$ cat src/rtl/mrrp_pkg.sv
// shared types, constants and the crc16 byte step for the modbus read response parser
// no dependencies; imported by every module of the block
package mrrp_pkg;

    localparam logic [15:0] CRC_PRESET = 16'hFFFF;
    localparam logic [15:0] CRC_POLY   = 16'hA001;
    localparam logic [7:0]  BYTE_COUNT = 8'h04;

    // input opcodes
    localparam logic [1:0] OP_DATA  = 2'd0;
    localparam logic [1:0] OP_TICK  = 2'd1;
    localparam logic [1:0] OP_CLEAR = 2'd2;

    // configuration register indexes
    localparam logic [1:0] CFG_STATION_ID    = 2'd0;
    localparam logic [1:0] CFG_FUNCTION_CODE = 2'd1;
    localparam logic [1:0] CFG_RESYNC_TICKS  = 2'd2;
    localparam logic [1:0] CFG_SWAP_WORDS    = 2'd3;

    // hunt phases: header bytes, value bytes, then the two crc bytes
    localparam logic [3:0] PH_STATION     = 4'd0;
    localparam logic [3:0] PH_FUNCTION    = 4'd1;
    localparam logic [3:0] PH_BYTE_COUNT  = 4'd2;
    localparam logic [3:0] PH_VALUE_FIRST = 4'd3;
    localparam logic [3:0] PH_CRC_LOW     = 4'd7;

    typedef struct packed {
        logic [1:0] op;
        logic [7:0] data;
    } in_item_t;

    typedef struct packed {
        logic [7:0]  station_id;
        logic [7:0]  function_code;
        logic [15:0] resync_ticks;
        logic        swap_words;
        logic [15:0] hdr_crc;
    } cfg_t;

    typedef struct packed {
        logic        status;
        logic [31:0] value_bits;
        logic [15:0] crc_computed;
        logic [15:0] crc_received;
        logic        swapped_order;
    } result_t;

    function automatic logic [15:0] crc_byte(input logic [15:0] crc_in, input logic [7:0] b);
        logic [15:0] c;
        c = crc_in ^ {8'h00, b};
        for (int i = 0; i < 8; i++)
        begin
            c = c[0] ? ((c >> 1) ^ CRC_POLY) : (c >> 1);
        end
        return c;
    endfunction

endpackage

$ cat src/rtl/modbus_read_response_parser.sv
// modbus rtu read response parser, top level: config registers, header crc and assertions
// depends on mrrp_pkg, mrrp_in_reg, mrrp_core, mrrp_out_reg
//
// Accepts one beat per clock: s_tuser carries the opcode (data byte, millisecond tick, clear)
// and s_tdata the received byte. Each beat passes an input register, is handled by the
// parser core once the output register is free and, when it completes a frame (station,
// function, byte count 4, four value bytes, crc low, crc high), leaves one result in the
// output register. A stalled sink holds the pipe, otherwise the rate is one beat per
// cycle, set by the single crc byte step in the core. The crc of the three header bytes
// is kept in a three-stage pipeline fed by the station and function registers: crc1_reg,
// crc2_reg, then hdr_crc_reg. There is no clearing pass after reset.
module modbus_read_response_parser
    import mrrp_pkg::*;
#(
    parameter int BUFFER_BYTES = 32
)
(
    input  logic        clk,
    input  logic        rst_n,
    input  logic        s_tvalid,
    output logic        s_tready,
    input  logic [7:0]  s_tdata,   // data_byte[7:0]
    input  logic [1:0]  s_tuser,   // opcode[1:0]
    output logic        m_tvalid,
    input  logic        m_tready,
    output logic [63:0] m_tdata,   // value_bits[31:0], crc_computed[47:32], crc_received[63:48]
    output logic [1:0]  m_tuser,   // status[0], swapped_order[1]
    input  logic        cfg_valid,
    output logic        cfg_ready,
    input  logic [1:0]  cfg_index,
    input  logic [15:0] cfg_data
);

    logic [7:0]  station_reg;
    logic [7:0]  function_reg;
    logic [15:0] resync_reg;
    logic        swap_reg;
    logic [15:0] crc1_reg;
    logic [15:0] crc2_reg;
    logic [15:0] hdr_crc_reg;

    cfg_t     cfg;
    in_item_t in_item;
    in_item_t item;
    logic     item_valid;
    logic     item_fire;
    logic     out_free;
    logic     res_valid;
    logic     res_load;
    result_t  res;
    result_t  result;

    assign cfg_ready = 1'b1;

    always_ff @(posedge clk or negedge rst_n)
    begin
        if (!rst_n)
        begin
            station_reg  <= 8'd1;
            function_reg <= 8'd3;
            resync_reg   <= 16'd200;
            swap_reg     <= 1'b0;
        end
        else if (cfg_valid && cfg_ready)
        begin
            unique case (cfg_index)
                CFG_STATION_ID:    station_reg  <= cfg_data[7:0];
                CFG_FUNCTION_CODE: function_reg <= cfg_data[7:0];
                CFG_RESYNC_TICKS:  resync_reg   <= cfg_data;
                CFG_SWAP_WORDS:    swap_reg     <= cfg_data[0];
            endcase
        end
    end

    // header crc, one byte step per stage
    always_ff @(posedge clk)
    begin
        crc1_reg    <= crc_byte(CRC_PRESET, station_reg);
        crc2_reg    <= crc_byte(crc1_reg, function_reg);
        hdr_crc_reg <= crc_byte(crc2_reg, BYTE_COUNT);
    end

    always_comb
    begin
        cfg.station_id    = station_reg;
        cfg.function_code = function_reg;
        cfg.resync_ticks  = resync_reg;
        cfg.swap_words    = swap_reg;
        cfg.hdr_crc       = hdr_crc_reg;
    end

    assign in_item.op   = s_tuser;
    assign in_item.data = s_tdata;
    assign item_fire    = item_valid && out_free;
    assign res_load     = item_fire && res_valid;

    mrrp_in_reg u_in_reg
    (
        .clk        (clk),
        .rst_n      (rst_n),
        .s_tvalid   (s_tvalid),
        .s_tready   (s_tready),
        .in_item    (in_item),
        .take       (item_fire),
        .item_valid (item_valid),
        .item       (item)
    );

    mrrp_core #(
        .BUFFER_BYTES (BUFFER_BYTES)
    ) u_core
    (
        .clk       (clk),
        .rst_n     (rst_n),
        .item_fire (item_fire),
        .item      (item),
        .cfg       (cfg),
        .res_valid (res_valid),
        .res       (res)
    );

    mrrp_out_reg u_out_reg
    (
        .clk      (clk),
        .rst_n    (rst_n),
        .load     (res_load),
        .res      (res),
        .out_free (out_free),
        .m_tvalid (m_tvalid),
        .m_tready (m_tready),
        .result   (result)
    );

    assign m_tdata = {result.crc_received, result.crc_computed, result.value_bits};
    assign m_tuser = {result.swapped_order, result.status};

    // status must agree with the two crcs it reports
    assert property (@(posedge clk) disable iff (!rst_n)
        m_tvalid |-> (m_tuser[0] == (m_tdata[47:32] != m_tdata[63:48])))
        else $error("status does not match crc comparison");

    // input side only stalls while a beat is held
    assert property (@(posedge clk) disable iff (!rst_n)
        !s_tready |-> item_valid)
        else $error("s_tready low with empty input register");

    // a new result never overwrites one the sink has not taken
    assert property (@(posedge clk) disable iff (!rst_n)
        res_load |-> (!m_tvalid || m_tready))
        else $error("result register overwritten");

endmodule

$ cat src/rtl/mrrp_in_reg.sv
// input register of the parser: holds one accepted beat until the core takes it
// depends on mrrp_pkg
module mrrp_in_reg
    import mrrp_pkg::*;
(
    input  logic     clk,
    input  logic     rst_n,
    input  logic     s_tvalid,
    output logic     s_tready,
    input  in_item_t in_item,
    input  logic     take,
    output logic     item_valid,
    output in_item_t item
);

    logic     valid_reg;
    logic     valid_next;
    in_item_t item_reg;

    assign s_tready   = !valid_reg || take;
    assign item_valid = valid_reg;
    assign item       = item_reg;

    always_comb
    begin
        valid_next = valid_reg;
        if (s_tvalid && s_tready)
        begin
            valid_next = 1'b1;
        end
        else if (take)
        begin
            valid_next = 1'b0;
        end
    end

    always_ff @(posedge clk or negedge rst_n)
    begin
        if (!rst_n)
        begin
            valid_reg <= 1'b0;
        end
        else
        begin
            valid_reg <= valid_next;
        end
    end

    always_ff @(posedge clk)
    begin
        if (s_tvalid && s_tready)
        begin
            item_reg <= in_item;
        end
    end

endmodule

$ cat src/rtl/mrrp_core.sv
// frame hunting, value collection, crc update and idle timeout, one beat per item_fire cycle
// depends on mrrp_pkg
module mrrp_core
    import mrrp_pkg::*;
#(
    parameter int BUFFER_BYTES = 32
)
(
    input  logic     clk,
    input  logic     rst_n,
    input  logic     item_fire,
    input  in_item_t item,
    input  cfg_t     cfg,
    output logic     res_valid,
    output result_t  res
);

    localparam int FILL_W = $clog2(BUFFER_BYTES + 1);

    logic [3:0]        phase_reg, phase_next;
    logic [31:0]       value_reg, value_next;
    logic [15:0]       crc_reg, crc_next;
    logic [7:0]        crc_low_reg, crc_low_next;
    logic [FILL_W-1:0] fill_reg, fill_next;
    logic [15:0]       idle_reg, idle_next;

    logic        do_empty;
    logic [15:0] idle_inc;
    logic [15:0] rcv;
    logic        bad;
    logic [7:0]  expected;

    assign idle_inc = (idle_reg == 16'hFFFF) ? idle_reg : idle_reg + 16'd1;
    assign rcv      = {item.data, crc_low_reg};
    assign bad      = rcv != crc_reg;

    always_comb
    begin
        if (phase_reg == PH_STATION)
        begin
            expected = cfg.station_id;
        end
        else if (phase_reg == PH_FUNCTION)
        begin
            expected = cfg.function_code;
        end
        else
        begin
            expected = BYTE_COUNT;
        end
    end

    always_comb
    begin
        res.status        = bad;
        res.value_bits    = cfg.swap_words ? {value_reg[15:0], value_reg[31:16]} : value_reg;
        res.crc_computed  = crc_reg;
        res.crc_received  = rcv;
        res.swapped_order = cfg.swap_words;
    end

    always_comb
    begin
        phase_next   = phase_reg;
        value_next   = value_reg;
        crc_next     = crc_reg;
        crc_low_next = crc_low_reg;
        fill_next    = fill_reg;
        idle_next    = idle_reg;
        do_empty     = 1'b0;
        res_valid    = 1'b0;
        if (item_fire)
        begin
            unique case (item.op)
                OP_TICK:
                begin
                    if (fill_reg != '0)
                    begin
                        idle_next = idle_inc;
                        if (idle_inc > cfg.resync_ticks)
                        begin
                            do_empty = 1'b1;
                        end
                    end
                end
                OP_CLEAR:
                begin
                    do_empty = 1'b1;
                end
                OP_DATA:
                begin
                    idle_next = '0;
                    // a full buffer drops the beat
                    if (fill_reg < FILL_W'(BUFFER_BYTES))
                    begin
                        fill_next = fill_reg + FILL_W'(1);
                        if (phase_reg < PH_VALUE_FIRST)
                        begin
                            if (item.data == expected)
                            begin
                                phase_next = phase_reg + 4'd1;
                                if (phase_reg == PH_BYTE_COUNT)
                                begin
                                    crc_next   = cfg.hdr_crc;
                                    value_next = '0;
                                end
                            end
                            // mismatch: fall back to the longest suffix that is a header prefix
                            else if (phase_reg == PH_BYTE_COUNT &&
                                     cfg.function_code == cfg.station_id &&
                                     item.data == cfg.function_code)
                            begin
                                phase_next = PH_BYTE_COUNT;
                            end
                            else if (phase_reg != PH_STATION && item.data == cfg.station_id)
                            begin
                                phase_next = PH_FUNCTION;
                            end
                            else
                            begin
                                phase_next = PH_STATION;
                            end
                        end
                        else if (phase_reg < PH_CRC_LOW)
                        begin
                            crc_next   = crc_byte(crc_reg, item.data);
                            value_next = {value_reg[23:0], item.data};
                            phase_next = phase_reg + 4'd1;
                        end
                        else if (phase_reg == PH_CRC_LOW)
                        begin
                            crc_low_next = item.data;
                            phase_next   = phase_reg + 4'd1;
                        end
                        else
                        begin
                            res_valid    = 1'b1;
                            phase_next   = PH_STATION;
                            crc_next     = CRC_PRESET;
                            value_next   = '0;
                            crc_low_next = '0;
                            // a bad frame keeps its bytes counted
                            if (!bad)
                            begin
                                fill_next = '0;
                            end
                        end
                    end
                end
                default:
                begin
                end
            endcase
        end
        if (do_empty)
        begin
            phase_next   = PH_STATION;
            value_next   = '0;
            crc_next     = CRC_PRESET;
            crc_low_next = '0;
            fill_next    = '0;
            idle_next    = '0;
        end
    end

    always_ff @(posedge clk or negedge rst_n)
    begin
        if (!rst_n)
        begin
            phase_reg   <= PH_STATION;
            value_reg   <= '0;
            crc_reg     <= CRC_PRESET;
            crc_low_reg <= '0;
            fill_reg    <= '0;
            idle_reg    <= '0;
        end
        else
        begin
            phase_reg   <= phase_next;
            value_reg   <= value_next;
            crc_reg     <= crc_next;
            crc_low_reg <= crc_low_next;
            fill_reg    <= fill_next;
            idle_reg    <= idle_next;
        end
    end

endmodule

$ cat src/rtl/mrrp_out_reg.sv
// result register of the parser: holds one finished result until the sink takes it
// depends on mrrp_pkg
module mrrp_out_reg
    import mrrp_pkg::*;
(
    input  logic    clk,
    input  logic    rst_n,
    input  logic    load,
    input  result_t res,
    output logic    out_free,
    output logic    m_tvalid,
    input  logic    m_tready,
    output result_t result
);

    logic    valid_reg;
    logic    valid_next;
    result_t result_reg;

    assign out_free = !valid_reg || m_tready;
    assign m_tvalid = valid_reg;
    assign result   = result_reg;

    always_comb
    begin
        valid_next = valid_reg;
        if (load)
        begin
            valid_next = 1'b1;
        end
        else if (m_tready)
        begin
            valid_next = 1'b0;
        end
    end

    always_ff @(posedge clk or negedge rst_n)
    begin
        if (!rst_n)
        begin
            valid_reg <= 1'b0;
        end
        else
        begin
            valid_reg <= valid_next;
        end
    end

    always_ff @(posedge clk)
    begin
        if (load)
        begin
            result_reg <= res;
        end
    end

endmodule
$ cat config.mk
export PLATFORM = sky130hd
export DESIGN_NAME = modbus_read_response_parser
export DESIGN_NICKNAME = d
export VERILOG_FILES = /design/src/rtl/mrrp_pkg.sv /design/src/rtl/modbus_read_response_parser.sv /design/src/rtl/mrrp_in_reg.sv /design/src/rtl/mrrp_core.sv /design/src/rtl/mrrp_out_reg.sv
export SDC_FILE = /design/constraint.sdc
export NUM_CORES = 1
export LEC_CHECK = 0
export BUFFER_PORTS_ARGS = -buffer_cell sky130_fd_sc_hd__buf_2
export CAP_MARGIN = 20
export CORE_MARGIN = 2
export CORE_UTILIZATION = 48
export CTS_BUF_LIST = sky130_fd_sc_hd__clkbuf_16
export CTS_CLUSTER_SIZE = 12
export DETAILED_ROUTE_END_ITERATION = 10
export PLACE_DENSITY = 0.69
export SLEW_MARGIN = 20
export SYNTH_ARGS = -nofsm -noshare
export SYNTH_HDL_FRONTEND = slang
export SYNTH_SLANG_ARGS = --single-unit
$ cat constraint.sdc
create_clock -name clk -period 3.6 [get_ports clk]
set_input_delay 0.36 -clock clk [delete_from_list [all_inputs] [get_ports clk]]
set_output_delay 0.36 -clock clk [all_outputs]
set_load 0.1 [all_outputs]
# After elaboration in Yosys (flattened, before gate mapping)
# Cells that the tools add are included.
# totals
reg_bits	241
input_bits	33
elab_cells	214
# op_classes
addsub	3
n_lt_le_gt_ge	4
n_eq_ne	20
n_mux	97
n_bitwise	36
n_reduce_logical	29
# ops
operator	n
2-to-1 mux 16 bit	42
2-to-1 mux 32 bit	10
inverter 2 -> 3 bit	32
2-to-1 mux 8 bit	9
2-to-1 mux 6 bit	8
2-to-1 mux 14 bit	3
2-to-1 mux 4 bit	9
equality test 8 bit	4
one-hot mux 16 bit (2 select lines)	1
bitwise XOR 16 x 8 -> 16 bit	2
adder 16 x 1 -> 16 bit, second input constant	1
equality test 16 bit, second input constant	1
greater-than comparator 16 bit	1
!= test 16 bit	1
inverter 8 -> 16 bit	1
2-to-1 mux 1 bit	14
nonzero test 2 bit	5
AND reduction 2 bit	4
adder 6 x 1 -> 6 bit, second input constant	1
equality test 2 bit, second input constant	3
logical AND 1 bit	6
< comparator 6 bit, second input constant	1
!= test 3 x 2 -> 1 bit, second input constant	2
AND reduction 3 bit	2
other kinds (21)	26

# Longest topological paths before layout
# depth
word_depth	23
ltp_mapped	17
mapped_depth_nobuf	15

# By module
# A second synthesis with hierarchy kept.
# hier_totals
hier_cells	869
area_unflattened_um2	10844.2
# by_module_without_submodules
module	instances	cells_per_inst	area_each_um2	seq_area_each_um2
mrrp_core	1	624	5864.4	2072.0
modbus_read_response_parser	1	162	2596.2	1694.1
mrrp_out_reg	1	69	2029.4	2006.9
mrrp_in_reg	1	14	354.1	325.3

# Worst setup path before layout
# No wires, ideal clock.
# synth_timing
path_kind	register to register
start	register u_core.idle_reg[0]
end	register u_core.idle_reg[2]
arrival_ps	3571
required_ps	3464
path_slack_ps	-107
stages_incl_launch_ff	17
period_less_slack_ps	3707
path_cell_list	dfrtp_1 -> ha_1 -> and2_1 -> nand4_1 -> nor3_2 -> nor2_1 -> nand3_1 -> xnor2_1 -> ha_1 -> a21o_1 -> a21o_1 -> a21oi_1 -> or3_1 -> a31oi_2 -> clkbuf_1 -> buf_1 -> nor3_1
# synth_via
elab_chain_len	9
elab_cells_between_ends	16
cone_classes	add/sub (1); order compare (1); eq/ne (2); mux (9); reduce/logical (3)
# synth_rtl
item	line	rtl
start: declaration	mrrp_core.sv:25	logic [15:0] idle_reg, idle_next;
start signal: assignment	mrrp_core.sv:184	idle_reg <= idle_next;
adder 16 x 1 -> 16 bit or equality test 16 bit (tied branches)	mrrp_core.sv:33	assign idle_inc = (idle_reg == 16'hFFFF) ? idle_reg : idle_reg + 16'd1;
2-to-1 mux 16 bit (*)	mrrp_core.sv:33	
greater-than comparator 16 bit	mrrp_core.sv:80	if (idle_inc > cfg.resync_ticks)
2-to-1 mux 1 bit	mrrp_core.sv:80	
2-to-1 mux 1 bit	mrrp_core.sv:77	if (fill_reg != '0)
one-hot mux 1 bit (2 select lines)	mrrp_core.sv:74	unique case (item.op)
2-to-1 mux 1 bit	mrrp_core.sv:72	if (item_fire)
!= test 3 x 1 -> 1 bit (no line), or another cell as far along	n/a	
AND reduction 3 bit (no line)	n/a	
# Every way passes the cells marked *; elsewhere a longest branch is shown, timed or not. The select of a mux whose other input is x is not followed.
# A chain may end at the register's enable or synchronous reset.

# Worst setup path after layout
# layout_timing
start	register u_core.idle_reg[4]
end	register u_core.phase_reg[0]
# layout_via
elab_chain_len	9
elab_cells_between_ends	13
cone_classes	add/sub (1); order compare (1); eq/ne (1); mux (6); reduce/logical (4)
# layout_rtl
item	line	rtl
adder 16 x 1 -> 16 bit or equality test 16 bit (tied branches)	mrrp_core.sv:33	
2-to-1 mux 16 bit (*)	mrrp_core.sv:33	
greater-than comparator 16 bit (*)	mrrp_core.sv:80	
2-to-1 mux 1 bit (*)	mrrp_core.sv:80	
2-to-1 mux 1 bit (*)	mrrp_core.sv:77	
one-hot mux 1 bit (2 select lines) (*)	mrrp_core.sv:74	
2-to-1 mux 1 bit (*)	mrrp_core.sv:72	
nonzero test 2 bit (no line)	n/a	
AND reduction 3 bit (no line)	n/a	
end signal: assignment	mrrp_core.sv:179	phase_reg <= phase_next;
end: declaration	mrrp_core.sv:20	logic [3:0] phase_reg, phase_next;
# Every way passes the cells marked *; elsewhere a longest branch is shown, timed or not.

==> results_dict.tcl <==
set metrics [dict create \
    synthTopCellsByArea "dfrtp_1, edfxtp_1, dfxtp_1" \
    core_sq_um 21700 \
    finalNonFillerCells 1279 \
    hold_violations 0 \
    syn_area_per_cell_sq_um 12.5 \
    nets 1039 \
    hp-class "input port to flip-flop" \
    drive_gt1_share_pct 29.2 \
    ios 102 \
    viasPerCell 5.47 \
    cp-start-kind "flip-flop" \
    place_hpwl_um 15200 \
    gp_congestion 0.883 \
    swShare_pct 31.5 \
    max_cap_violations 0 \
    syn_nets 898 \
    crit_fanout 6 \
    ir_worst_vdd_v 0.000418 \
    insertion_delay_ns 0.54 \
    clockRootBuffer "clkbuf_16" \
    drt-wirelength-per-cell_um 17.9 \
    grt_pass1_vias 7025 \
    yosysTopAreaCellShare_pct 22.6 \
    status "complete, but fails checks" \
    synth-seq-cells 236 \
    timing.final.crit_share_pct 101 \
    drt_iter0_drc 497 \
    drtPass1Iterations 5 \
    whs_path_depth 1 \
    syn_area_sq_um 10500 \
    yosysMostFrequentCell "dfrtp_1" \
    powerDensity_nw_per_um2 727 \
    p_switching_mw 2.86 \
    htreeDepth 1 \
    antenna_found_initial 0 \
    clkTransAtPathRegs_ns 0.06 \
    drv_slew 0 \
    crit_path_end_kind "flip-flop" \
    vias 6998 \
    dp_cells 1209 \
    setup_viol 1 \
    post-route-min-period_ns 3.62 \
    wl_um 22800 \
    slew_headroom_pct 38.4 \
    dieArea_sq_um 23100 \
    start_util_pct 48.5 \
    synthArstFlopShare_pct 49.6 \
    synth_edf_count 76 \
    p_int_mw 6.24 \
    synth_top_cell_by_area "dfrtp_1" \
    yosys_most_used_dff "dfrtp_1" \
    final_util_pct 57.7 \
    grt_pass1_wl_um 37300 \
    dieWidth_um 152 \
    ant_nets 0 \
    r2r_cells 14 \
    fmax_ghz 0.276 \
    antenna_cells 0 \
    clock_sinks 236 \
    holdWs_ns 0.0212 \
    finalClockSkew_ns 0.0292 \
    rows 54 \
    grt-ovfl-total 0 \
    leakage_nw 5.41 \
    final.setup.worst_slack_ns -0.0233 \
    ys_top_cells_by_count "dfrtp_1, edfxtp_1, mux2_2" \
    ys_warn_count 0 \
    arrival_ns 4.04 \
    clock_power_share_pct 26.3 \
    grt_max_degree 72 \
    power_frac_comb_pct 28.2 \
    clk_path_buf_depth 3 \
    synthCells 839 \
    io_buffers 100 \
    yosysSeqAreaShare_pct 58.0 \
    grt_usage_pct 19.7 \
    worstMarginPinSlew_ns 0.923 \
    worstSetupPathType "flip-flop to flip-flop" \
    drc_errors 0 \
    largest_reg_flops 66 \
    worstPathRequired_ns 4.02 \
    die_h_um 152 \
    numCtsBuffers 25 \
    rsz0062_at_grt "true" \
    synthDistinctLibCells 63 \
    violations "setup timing" \
    seq_power_share_pct 45.6 \
    syn2layout_area_growth_pct 19.0 \
    cts_tree "done" \
]
[worst paths after layout]
check,from,slack [ns],to
max,u_core.idle_reg[4]$_DFFE_PN0P_,-0.02,u_core.phase_reg[0]$_DFFE_PN0P_
max reg2reg,u_core.idle_reg[4]$_DFFE_PN0P_,-0.02,u_core.phase_reg[0]$_DFFE_PN0P_
min,s_tuser[1],0.02,u_in_reg.item[9]$_DFFE_PP_
max in group asynchronous,rst_n,2.14,station_reg[0]$_DFFE_PN1P_
min reg2reg,crc2_reg[9]$_DFF_P_,0.32,hdr_crc_reg[1]$_DFF_P_
min in group asynchronous,rst_n,0.52,u_core.value_reg[20]$_DFFE_PN0P_
[layout make-up]
type                    instances  area (sq um)
repair buffers                160          1050
well taps                     280           350
inverters                      33           124
fillers                      1794          9170
clock inverters                20           111
flip-flops and latches        236          6100
multi-input cells             524          4140
clock buffers                  26           651
[critical path, stage by stage (launching register included)]
cell      delay, ns
dfrtp_1        0.35
and4_1         0.21
nand3_1        0.08
or3_4          0.39
nor2_2         0.13
mux2_2         0.35
ha_1           0.29
nand4_1        0.22
nor3_2         0.29
a21oi_1        0.09
o211ai_1       0.25
a31oi_4        0.11
buf_6          0.17
or4b_1         0.50
o31ai_1        0.09
[power groups by stage]
stage                     clock, mW  sequential (mW)  combinational [mW]
after global placement            0             4.16                2.47
after CTS                      2.44             4.13                2.56
after floorplan                   0             3.95                2.12
after global routing           2.55             4.23                2.89
after detailed placement          0             4.18                2.52
final                          2.39             4.15                2.56
[repair_timing]
action | CTS | global route
resized for setup | 7 | 18
hold buffers | 10 | 0
endpoints found under the hold margin | 10 | 0
pin swaps | 4 | 3
setup buffers | 3 | 9
gates cloned | 1 | 1
endpoints found under the setup margin | 60 | 74
[cell usage in the layout, fill, tap and decap left out, types with 4 or more instances in the layout]
master         synthesis  final
and2_1                 5      5
o21ai_0               29     27
nor2_1                31     28
mux2_2                65     65
xnor2_1               57     57
ha_1                  26     25
nor2b_1               11     10
nand2b_1               7      7
clkinv_2               0      4
nand4_1               11     11
buf_4                  5     42
buf_2                 10     99
clkbuf_16              0     26
nor3_1                16     14
inv_1                 33     43
edfxtp_1              76     76
dfrtp_1               95     95
a21o_1                 5      5
dfstp_2               22     22
a22oi_1               12     12
dfxtp_1               43     43
buf_6                  6      5
o22ai_1               15     15
or3_1                  6      5
nand2_1               21     21
buf_12                 0      4
dlygate4sd3_1          0     10
nand3_1               18     18
and3_1                 9      9
nand3b_1              10     10
a22o_1                45     45
xor2_1                35     35
a21oi_1               38     37
[logic make-up (layout without fill, tap and decap cells)]
family / Yosys count / count (layout) / synth area share (%)
mux: 65 / 65 / 6.96
simple gates: 166 / 167 / 8.97
compound gates: 171 / 171 / 11.3
fa+ha+maj: 26 / 26 / 3.09
buf+inv: 80 / 239 / 3.58
xor+xnor: 94 / 94 / 8.10
other cells: 1 / 1 / 0.0357
flops: 236 / 236 / 58.0
[metrics by stage]
stage               setup slack, ns  setup TNS (ns)  instance area (sq um)  total power [mW]
floorplan                    0.0216               0                  10500              6.07
global placement            -0.0678           -2.20                  11400              6.63
detailed placement           -0.142           -5.50                  11400              6.70
CTS                         -0.0151          -0.122                  12400              9.13
global route                 -0.180           -6.07                  12500              9.66
finish                      -0.0233         -0.0233                  12500              9.10
[layer usage]
layer	track usage, %	vias to the layer above	wire (um)
met5	0	-	0
met4	6.05	0	588
met3	3.51	42	1290
met2	30.7	207	10300
met1	28.5	3409	10600
li1	-	3340	-
No activity file was read; power rests on OpenSTA's default activity.
